==> config.mk <==
export PLATFORM = sky130hd
export DESIGN_NAME = wft_ctrl
export DESIGN_NICKNAME = d
export VERILOG_FILES = /design/src/hdl/wft_pkg.sv /design/src/hdl/wft_ctrl.sv
export SDC_FILE = /design/constraint.sdc
export NUM_CORES = 1
export LEC_CHECK = 0
export ABC_AREA = 0
export BUFFER_PORTS_ARGS = -buffer_cell sky130_fd_sc_hd__buf_4
export CORE_MARGIN = 2
export CORE_UTILIZATION = 41
export CTS_CLUSTER_SIZE = 20
export DETAILED_ROUTE_END_ITERATION = 8
export GPL_TIMING_DRIVEN = 0
export PLACE_DENSITY_LB_ADDON = 0.08
export SETUP_SLACK_MARGIN = 0.5
export SLEW_MARGIN = 20
export SYNTH_ARGS = -nofsm -noshare
export SYNTH_HDL_FRONTEND = slang
export SYNTH_SLANG_ARGS = --single-unit
==> constraint.sdc <==
create_clock -name clk -period 1.8 [get_ports clk]
set_input_delay 0.36 -clock clk [delete_from_list [all_inputs] [get_ports clk]]
set_output_delay 0.36 -clock clk [all_outputs]
set_load 0.01 [all_outputs]
==> src/hdl/wft_pkg.sv <==
// Shared types and constants for the word frequency table.
`timescale 1ns / 1ps
`default_nettype none

package wft_pkg;

    localparam int SLOTS       = 24;
    localparam int LETTER_BITS = 5;
    localparam int WORD_BITS   = SLOTS * LETTER_BITS;
    localparam int HALF_SLOTS  = 12;

    localparam logic [7:0] UPPER_A = 8'h41;
    localparam logic [7:0] UPPER_Z = 8'h5A;
    localparam logic [7:0] LOWER_A = 8'h61;
    localparam logic [7:0] LOWER_Z = 8'h7A;

    localparam logic FUNC_TEXT = 1'b0;
    localparam logic FUNC_READ = 1'b1;

    typedef struct packed {
        logic word_add;
        logic scan_start;
        logic scan_rd;
        logic pos_inc;
        logic cnt_write;
        logic set_ovf;
        logic shift_init;
        logic shift_rd;
        logic shift_wr;
        logic ins_write;
        logic word_clear;
        logic rank_rd;
        logic out_load;
    } wft_cmd_t;

    typedef struct packed {
        logic is_letter;
        logic in_word;
        logic pos_at_total;
        logic cmp_lt;
        logic cmp_eq;
        logic full;
        logic k_at_pos;
        logic out_free;
    } wft_sts_t;

endpackage

`default_nettype wire

==> src/hdl/wft_ctrl.sv <==
// Controller state machine for the word frequency table.
`timescale 1ns / 1ps
`default_nettype none

module wft_ctrl
    import wft_pkg::*;
(
    input  wire logic     clk,
    input  wire logic     rst_n,
    input  wire logic     in_valid,
    input  wire logic     in_func,
    output logic          in_ready,
    input  wft_sts_t      sts,
    output wft_cmd_t      cmd
);

    typedef enum logic [7:0] {
        ST_IDLE      = 8'b0000_0001,
        ST_SCAN_CHK  = 8'b0000_0010,
        ST_SCAN_CMP  = 8'b0000_0100,
        ST_DECIDE    = 8'b0000_1000,
        ST_SHIFT_CHK = 8'b0001_0000,
        ST_SHIFT_WR  = 8'b0010_0000,
        ST_INSERT    = 8'b0100_0000,
        ST_READ_OUT  = 8'b1000_0000
    } state_t;

    state_t state_reg;
    state_t state_next;

    always_ff @(posedge clk or negedge rst_n)
    begin
        if (!rst_n)
        begin
            state_reg <= ST_IDLE;
        end
        else
        begin
            state_reg <= state_next;
        end
    end

    always_comb
    begin
        state_next = state_reg;
        cmd        = '0;
        in_ready   = 1'b0;
        unique case (state_reg)
            ST_IDLE:
            begin
                in_ready = 1'b1;
                if (in_valid)
                begin
                    if (in_func == FUNC_READ)
                    begin
                        cmd.rank_rd = 1'b1;
                        state_next  = ST_READ_OUT;
                    end
                    else if (sts.is_letter)
                    begin
                        cmd.word_add = 1'b1;
                    end
                    else if (sts.in_word)
                    begin
                        cmd.scan_start = 1'b1;
                        state_next     = ST_SCAN_CHK;
                    end
                end
            end
            ST_SCAN_CHK:
            begin
                if (sts.pos_at_total)
                begin
                    state_next = ST_DECIDE;
                end
                else
                begin
                    cmd.scan_rd = 1'b1;
                    state_next  = ST_SCAN_CMP;
                end
            end
            ST_SCAN_CMP:
            begin
                if (sts.cmp_lt)
                begin
                    cmd.pos_inc = 1'b1;
                    state_next  = ST_SCAN_CHK;
                end
                else if (sts.cmp_eq)
                begin
                    cmd.cnt_write  = 1'b1;
                    cmd.word_clear = 1'b1;
                    state_next     = ST_IDLE;
                end
                else
                begin
                    state_next = ST_DECIDE;
                end
            end
            ST_DECIDE:
            begin
                if (sts.full)
                begin
                    cmd.set_ovf    = 1'b1;
                    cmd.word_clear = 1'b1;
                    state_next     = ST_IDLE;
                end
                else
                begin
                    cmd.shift_init = 1'b1;
                    state_next     = ST_SHIFT_CHK;
                end
            end
            ST_SHIFT_CHK:
            begin
                if (sts.k_at_pos)
                begin
                    state_next = ST_INSERT;
                end
                else
                begin
                    cmd.shift_rd = 1'b1;
                    state_next   = ST_SHIFT_WR;
                end
            end
            ST_SHIFT_WR:
            begin
                cmd.shift_wr = 1'b1;
                state_next   = ST_SHIFT_CHK;
            end
            ST_INSERT:
            begin
                cmd.ins_write  = 1'b1;
                cmd.word_clear = 1'b1;
                state_next     = ST_IDLE;
            end
            ST_READ_OUT:
            begin
                if (sts.out_free)
                begin
                    cmd.out_load = 1'b1;
                    state_next   = ST_IDLE;
                end
            end
            default:
            begin
                state_next = ST_IDLE;
            end
        endcase
    end

endmodule

`default_nettype wire

==> impl_metrics.toml, run 1 <==
[finish]
drive_gt1_share_pct = 71.4
seq_area_um2 = 209
multi_input_area_um2 = 477
fillCellCount = 66
layout.nets = 132
final_util_pct = 87.7
antenna_cells = 0
final_area_mm2 = 0.00118
area_growth_pct = 94.3
largest_reg_flops = 8

[die]
initial_core_util_pct = 45.1
die_w_um = 42.6
fp-row-count = 13
die-area_mm2 = 0.00181
coreArea_mm2 = 0.00135
die_h_um = 42.6
io_pins = 26

[critical_path]
worst_r2r_endpoint = "state_reg[7]"
worst_setup_path_end_kind = "output port"
startpoint_type = "flop"
cp_data_required_time_ns = 1.44
cp.arrival_ns = 1.87
worstSetupStartpoint = "state_reg[6]"
crit_end = "cmd[8]"
worstSetupPathType = "reg -> out"
r2r_slack_ns = 0.08
r2r-start = "state_reg[6]"
reg2regPathDepth = 8
crit_fanout = 4

[routing]
wl_per_cell_um = 16.3
drtAntennaViolNets = 0
via_per_inst = 5.72
dr.pass1.iters = 4
drc = 0
drt_iter0_markers = 26
wl_mm = 2.18
vias = 766

[clock_network]
insertion_delay_ns = 0.28
clockBufferDepth = 2
clk_pin_slew_ns = 0.07
cts_tree = "built"
htreeDepth = 1
cts_buffers = 3
cts-root-buf = "clkbuf_4"
cts.sink_count = 8

[pwr]
total_power_uw = 1440
p_leak_uw = 0.000572
worst_ir_drop_vdd_uv = 910
power.density_mw_per_mm2 = 1210

[sta]
drv_slew = 0
fmax_mhz = 449
hold_viol = 0
setup_viol = 14
rsz0062_at_grt = "true"
worst_pin_slew_ns = 0.352
fin_crit_ns = 2.23
max_slew_margin_pct = 76.5
final.setup_skew_ns = 0.0128
fin_ws_ns = -0.428
finalCritPeriodShare_pct = 124

[run_status]
violations = "negative setup slack"
status = "finished, violations left"

[placement]
globalplace.congestion = 0.815
io_buffers = 25
preCtsSetupSlack_ns = -0.209
dpl-instance-area_um2 = 857
dp_hpwl_mm = 1.11

[global_route]
antenna_found_initial = 0
grt_overflow = 0
grt_pass1_wl_mm = 3.05
gr-usage-all-layers_pct = 23.7
grt_max_degree = 9
grt_pass1_vias = 691

[logic_synthesis]
synth_edf_count = 0
ys_ff_latch = 8
synthFlopType = "dfrtp_1"
ys_types = 32
yosysWarnings = 0
async_reset_ff_share_pct = 100
syn_nets = 78
syn_inst = 66
syn_area_um2 = 609
avgSynthCellArea_um2 = 9.23
yosysSeqAreaShare_pct = 33.1

[run]
maxCapViolations = 0

[worst_hold_path]
hold_class = "in -> reg"
==> cell type report <==
cell class	count	share of cell area [%]
clock buffers	4	2.22
well taps	15	1.59
multi-input cells	53	40.3
repair buffers	49	36.7
flip-flops and latches	8	17.7
inverters	5	1.59
==> worst min path at each step <==
stage          slack (ns)  cells after the start           end    from
6_report             0.26                      2  state_reg[2]  sts[5]
5_1_grt              0.26                      2  state_reg[2]  sts[5]
4_1_cts              0.26                      2  state_reg[2]  sts[5]
3_5_place_dp         0.19                      1  state_reg[3]   rst_n
3_3_place_gp         0.19                      1  state_reg[5]   rst_n
2_1_floorplan        0.06                      0  state_reg[1]   rst_n
==> through the flow <==
| step | std cells | hold WS [ns] | TNS, ns |
|---|---|---|---|
| floorplan | 66 | 0.0644 | -0.0110 |
| global route | 134 | 0.263 | -5.61 |
| detailed placement | 106 | 0.190 | -1.22 |
| global placement | 106 | 0.188 | -1.03 |
| CTS | 130 | 0.256 | -4.10 |
| finish | 134 | 0.261 | -4.72 |
==> critical path: stages, from the launching register on <==
cell and delay [ns]:
dfrtp_2 0.42, nor4_4 0.38, nand2_2 0.10, or3_4 0.38, nor3b_4 0.17, buf_4 0.14
==> cell families (layout without fill, tap and decap cells) <==
kind of cell | count (synthesis) | after routing | share of synthesized area (%)
AND/OR/NAND/NOR | 41 | 41 | 48.7
AO/OA/AOI/OAI | 10 | 10 | 12.3
flip-flops | 8 | 8 | 33.1
buffers and inverters | 5 | 58 | 3.08
XOR/XNOR | 2 | 2 | 2.88
==> cells in the mapped netlist, types with 3 or more instances <==
cell type  number  area, µm²
and4b_1         3       30.0
and4bb_2        3       37.5
dfrtp_1         7        175
inv_1           5       18.8
nand2_1         3       11.3
nor2_1          8       30.0
nor2b_1         3       18.8
==> repair_timing <==
action / in CTS / in global routing
endpoints found under the setup margin: 22 / 22
hold endpoints to repair: 7 / 0
pin swaps: 7 / 7
hold buffers: 1 / 0
setup buffers: 19 / 4
gates resized for setup: 21 / 12
==> layer usage <==
metal	up-vias	track usage (%)	part of all wire [%]
met4	0	13.1	3.1
met1	355	25.3	38
met2	51	42.8	51
met5	-	0	0
met3	11	4.74	7.1
li1	349	-	-
==> cell usage in the layout, fill, tap and decap left out, types with 2 or more instances in the layout <==
cell type / Yosys / final
nor2_2: 2 / 5
or2_1: 2 / 2
and4bb_2: 3 / 3
nor3_4: 0 / 2
dfrtp_2: 0 / 6
o21ai_0: 2 / 2
and3b_2: 0 / 2
nand2_2: 1 / 2
xor2_1: 2 / 2
nor2_1: 8 / 3
and3_4: 0 / 2
buf_4: 0 / 31
nor2b_1: 3 / 3
buf_6: 0 / 17
nand2_1: 3 / 2
clkbuf_4: 0 / 3
nor2_4: 0 / 2
inv_1: 5 / 5
and4b_1: 3 / 3
==> power by group <==
part / total, µW / leakage (µW) / internal [µW] / switching [µW]
clock: 163 / 0.0000150 / 85.7 / 77.7
combinational: 990 / 0.000460 / 573 / 418
sequential: 282 / 0.0000972 / 227 / 54.8
total: 1440 / 0.000572 / 885 / 550
Power figures use the tool's default switching activity.
==> run 2, diff against run 1 <==
--- a/config.mk
+++ b/config.mk
@@ -13,7 +13,6 @@
 export DETAILED_ROUTE_END_ITERATION = 8
 export GPL_TIMING_DRIVEN = 0
 export PLACE_DENSITY_LB_ADDON = 0.08
-export SETUP_SLACK_MARGIN = 0.5
 export SLEW_MARGIN = 20
 export SYNTH_ARGS = -nofsm -noshare
 export SYNTH_HDL_FRONTEND = slang
==> impl_metrics.toml, run 2 (synthesized netlist as in run 1, its figures left out) <==
[critical_path]
cp.arrival_ns = 1.86
r2r_slack_ns = -0.03
cp_data_required_time_ns = 1.44
startpoint_type = "flop"
crit_fanout = 5
worstSetupPathType = "reg -> out"
worst_setup_path_end_kind = "output port"

[finish]
largest_reg_flops = 8
layout.nets = 122
drive_gt1_share_pct = 63.3
layout_common_cells = "buf_4, buf_6, nor2_1, inv_1, dfrtp_2"
antenna_cells = 0
stdcell_count = 124
final_common_cell = "buf_4"
area_growth_pct = 76.8

[sta]
fin_crit_ns = 2.22
final.setup_skew_ns = 0.00341
fin_ws_ns = -0.418
max_slew_margin_pct = 77.5
rsz0062_at_grt = "true"
tns_ns = -4.31
setup_viol = 15
fmax_mhz = 451
hold_viol = 0
drv_slew = 0
finalCritPeriodShare_pct = 123
holdWs_ns = 0.259
worst_pin_slew_ns = 0.330

[global_route]
grt_pass1_wl_mm = 2.82
grt_overflow = 0
gr-usage-all-layers_pct = 20.3
antenna_found_initial = 0
grt_pass1_vias = 635
grt_max_degree = 9

[pwr]
p_sw_uw = 452
clkPwrFrac_pct = 14.6
power_frac_seq_pct = 25.6
power_frac_comb_pct = 59.8
p_int_uw = 666
worst_ir_drop_vdd_uv = 711
power.density_mw_per_mm2 = 1040
netSwitchingFraction_pct = 40.4
p_leak_uw = 0.000522

[clock_network]
cts_tree = "built"
cts-root-buf = "clkbuf_4"
cts.sink_count = 8
clockBufferDepth = 2
insertion_delay_ns = 0.26
cts_buffers = 3
htreeDepth = 1
clk_pin_slew_ns = 0.07

[placement]
globalplace.congestion = 0.802
placed_cells = 106
dp_hpwl_mm = 1.07
preCtsSetupSlack_ns = -0.186
io_buffers = 25

[routing]
wl_mm = 1.82
drtAntennaViolNets = 0
vias = 683
drt_iter0_markers = 8
via_per_inst = 5.51
dr.pass1.iters = 4
drc = 0
wl_per_cell_um = 14.7

[die]
die_h_um = 42.6
die_w_um = 42.6
io_pins = 26
fp-row-count = 13
die-area_mm2 = 0.00181
initial_core_util_pct = 45.1
coreArea_mm2 = 0.00135

[worst_hold_path]
hold_class = "in -> reg"

[run]
maxCapViolations = 0

[run_status]
violations = "negative setup slack"
status = "finished, violations left"
-- run 2: cell types whose count changed in the layout (fill, tap and decap cells not counted), moves of 2 or more --
cell,before,now
buf_6,17,8
nor2_1,3,6
nor2_2,5,1
buf_4,31,29
-- run 2: what timing repair did --
action	4_1_cts	5_1_grt
hold buffers	1	0
hold endpoints to repair	7	0
pin swaps	2	8
buffers inserted	5	8
resized for setup	10	15
endpoints found under the setup margin	14	14
-- run 2: critical path: stages (launching register included) --
cell and delay (ns):
dfrtp_2 0.45, nor4_4 0.32, nand2_2 0.11, or3_4 0.39
buf_12 0.15, nor2_4 0.07, buf_6 0.10
-- run 2: cell type report --
cell class / instances / area [µm²]
multi-input combinational: 53 / 468
timing repair buffer: 39 / 338
fill: 95 / 273
sequential: 8 / 208
clock buffer: 4 / 26.3
inverter: 5 / 18.8
tap: 15 / 18.8
-- run 2: path summary, 6_finish.rpt --
path	startpoint	to	depth (start not counted)
hold reg to reg	state_reg[3]	state_reg[1]	2
setup reg to reg	state_reg[5]	state_reg[3]	6
hold / removal	sts[5]	state_reg[2]	2
min in group asynchronous	rst_n	state_reg[4]	2
setup / recovery	state_reg[5]	cmd[9]	6
max in group asynchronous	rst_n	state_reg[0]	2
-- run 2: per-stage QoR --
stage                     instance area, µm²  total power, µW  util, %
after floorplan                          627              586        -
after detailed placement                 833              726     61.7
after global placement                   833              720     61.7
after global routing                    1080             1200     79.8
after CTS                                950              981     70.3
final                                   1080             1120     79.8
-- run 2: power by group through the flow --
stage	logic [µW]	registers (µW)	clock network, µW
2_1_floorplan	313	273	0
3_3_place_gp	434	286	0
3_5_place_dp	440	286	0
4_1_cts	538	279	164
5_1_grt	732	291	174
6_report	668	287	163
-- run 2: per-layer routing --
layer	up-vias	GRT usage (%)	part of all wire, %
met3	2	2.59	5.9
met5	-	0	0
met2	28	33.2	52
met4	0	6.88	0.33
met1	324	27.2	42
li1	329	-	-
==> run 3, diff against run 2 <==
--- a/config.mk
+++ b/config.mk
@@ -13,7 +13,8 @@
 export DETAILED_ROUTE_END_ITERATION = 8
 export GPL_TIMING_DRIVEN = 0
 export PLACE_DENSITY_LB_ADDON = 0.08
-export SLEW_MARGIN = 20
+export SKIP_LAST_GASP = 1
+export SLEW_MARGIN = 10
 export SYNTH_ARGS = -nofsm -noshare
 export SYNTH_HDL_FRONTEND = slang
 export SYNTH_SLANG_ARGS = --single-unit
==> impl_metrics.toml, run 3 (synthesized netlist as in run 1, its figures left out) <==
[finish]
final_common_cell = "buf_4"
final_area_mm2 = 0.00104
drive_gt1_share_pct = 62.0
final_util_pct = 76.8
largest_reg_flops = 8
layout.nets = 121
antenna_cells = 0
layout_common_cells = "buf_4, nor2_1, buf_6, inv_1, dfrtp_2"
stdcell_count = 123
area_growth_pct = 70.2
fillCellCount = 99

[critical_path]
cp.arrival_ns = 1.84
cp_data_required_time_ns = 1.44
crit_slowest_cell = "dfrtp_2"
slowest_delay_ns = 0.45
startpoint_type = "flop"
crit_fanout = 5
crit_family = "simple AND/OR/NAND/NOR gates"
worstSetupPathType = "reg -> out"
worst_setup_path_end_kind = "output port"
crit_buf_inv = 1
crit_chain = "nor4_4, nand2_2, or3_4, nor3b_4, buf_4"
worst-path-stages = 5
reg2regPathDepth = 5

[clock_network]
cts_buffers = 3
clk_pin_slew_ns = 0.07
cts.sink_count = 8
clockBufferDepth = 2
cts-root-buf = "clkbuf_4"
htreeDepth = 1
insertion_delay_ns = 0.26
cts_tree = "built"

[global_route]
antenna_found_initial = 0
grt_overflow = 0
grt_pass1_vias = 604
met3_usage_pct = 2.59
grt_pass1_wl_mm = 2.68
grt.busiest_layer = "met2"
gr-usage-all-layers_pct = 19.3
grtUsageMet2_pct = 31.7
grt_use_met1_pct = 26.2
grt_max_degree = 9

[placement]
dpl-instance-area_um2 = 833
dp_hpwl_mm = 1.07
placed_cells = 106
io_buffers = 25
globalplace.congestion = 0.802

[routing]
drtAntennaViolNets = 0
wl_mm = 1.63
drt_iter0_markers = 13
wl_per_cell_um = 13.3
drc = 0
vias = 667
dr.pass1.iters = 4
via_per_inst = 5.42

[worst_hold_path]
whs_path_depth = 2
hold_class = "in -> reg"

[pwr]
p_sw_uw = 429
p_int_uw = 643
clkPwrFrac_pct = 15.0
netSwitchingFraction_pct = 40.0
worst_ir_drop_vdd_uv = 680
power_frac_comb_pct = 58.5
power_frac_seq_pct = 26.6
p_leak_uw = 0.000510
power.density_mw_per_mm2 = 1030

[sta]
max_slew_margin_pct = 77.2
finalCritPeriodShare_pct = 122
setup_viol = 14
hold_viol = 0
fmax_mhz = 454
fin_ws_ns = -0.405
fin_crit_ns = 2.20
rsz0062_at_grt = "true"
final.setup_skew_ns = 0.00912
worst_pin_slew_ns = 0.333
drv_slew = 0

[die]
die_h_um = 42.6
die_w_um = 42.6
initial_core_util_pct = 45.1
coreArea_mm2 = 0.00135
die-area_mm2 = 0.00181
io_pins = 26
fp-row-count = 13

[run_status]
status = "finished, violations left"
violations = "negative setup slack"

[run]
maxCapViolations = 0
-- run 3: worst paths after layout --
path / from / slack (ns) / to
setup / recovery: state_reg[5] / -0.40 / cmd[8]
hold / removal: sts[5] / 0.27 / state_reg[2]
setup reg to reg: state_reg[5] / 0.09 / state_reg[3]
hold reg to reg: state_reg[3] / 0.61 / state_reg[1]
max in group asynchronous: rst_n / 1.11 / state_reg[0]
min in group asynchronous: rst_n / 0.46 / state_reg[4]
-- run 3: worst register-to-register path, delay by kind of cell, from the launching register on --
kind | cells | cell delay (ns)
DFF | 1 | 0.45
and+or+nand+nor | 3 | 0.82
AOI/OAI and AO/OA | 1 | 0.19
buffers and inverters | 1 | 0.15
-- run 3: power groups by stage --
| stage | sequential [µW] | combinational [µW] | clock, µW |
|---|---|---|---|
| 2_1_floorplan | 273 | 313 | 0 |
| 3_3_place_gp | 286 | 434 | 0 |
| 3_5_place_dp | 286 | 440 | 0 |
| 4_1_cts | 278 | 491 | 164 |
| 5_1_grt | 294 | 691 | 171 |
| 6_report | 285 | 627 | 160 |
-- run 3: area by class of cell --
| class | instances | area (µm²) | area share (%) |
|---|---|---|---|
| Clock buffer | 4 | 26.3 | 2.53 |
| Inverter | 5 | 18.8 | 1.81 |
| Multi-Input combinational cell | 53 | 455 | 43.9 |
| Sequential cell | 8 | 208 | 20.0 |
| Tap cell | 15 | 18.8 | 1.81 |
| Timing Repair Buffer | 38 | 310 | 29.9 |
-- run 3: timing repair --
item / 4_1_cts / 5_1_grt
buffers inserted: 5 / 7
hold buffers: 1 / 0
pin swaps: 2 / 9
gates resized for setup: 7 / 13
setup endpoints to repair: 14 / 14
endpoints found under the hold margin: 7 / 0
-- run 3: metal layers --
layer	share of wire, %	up-vias
met4	0.37	0
met2	49	20
met1	46	315
li1	-	330
met3	5.4	2
met5	0	-
-- run 3: metrics by stage --
stage | power, µW | hold WS [ns] | setup WS, ns | TNS (ns)
floorplan | 586 | 0.0644 | -0.00692 | -0.0113
global placement | 720 | 0.189 | -0.190 | -1.17
detailed placement | 726 | 0.189 | -0.186 | -1.13
CTS | 933 | 0.261 | -0.391 | -4.20
global route | 1160 | 0.279 | -0.502 | -5.56
finish | 1070 | 0.267 | -0.405 | -4.39
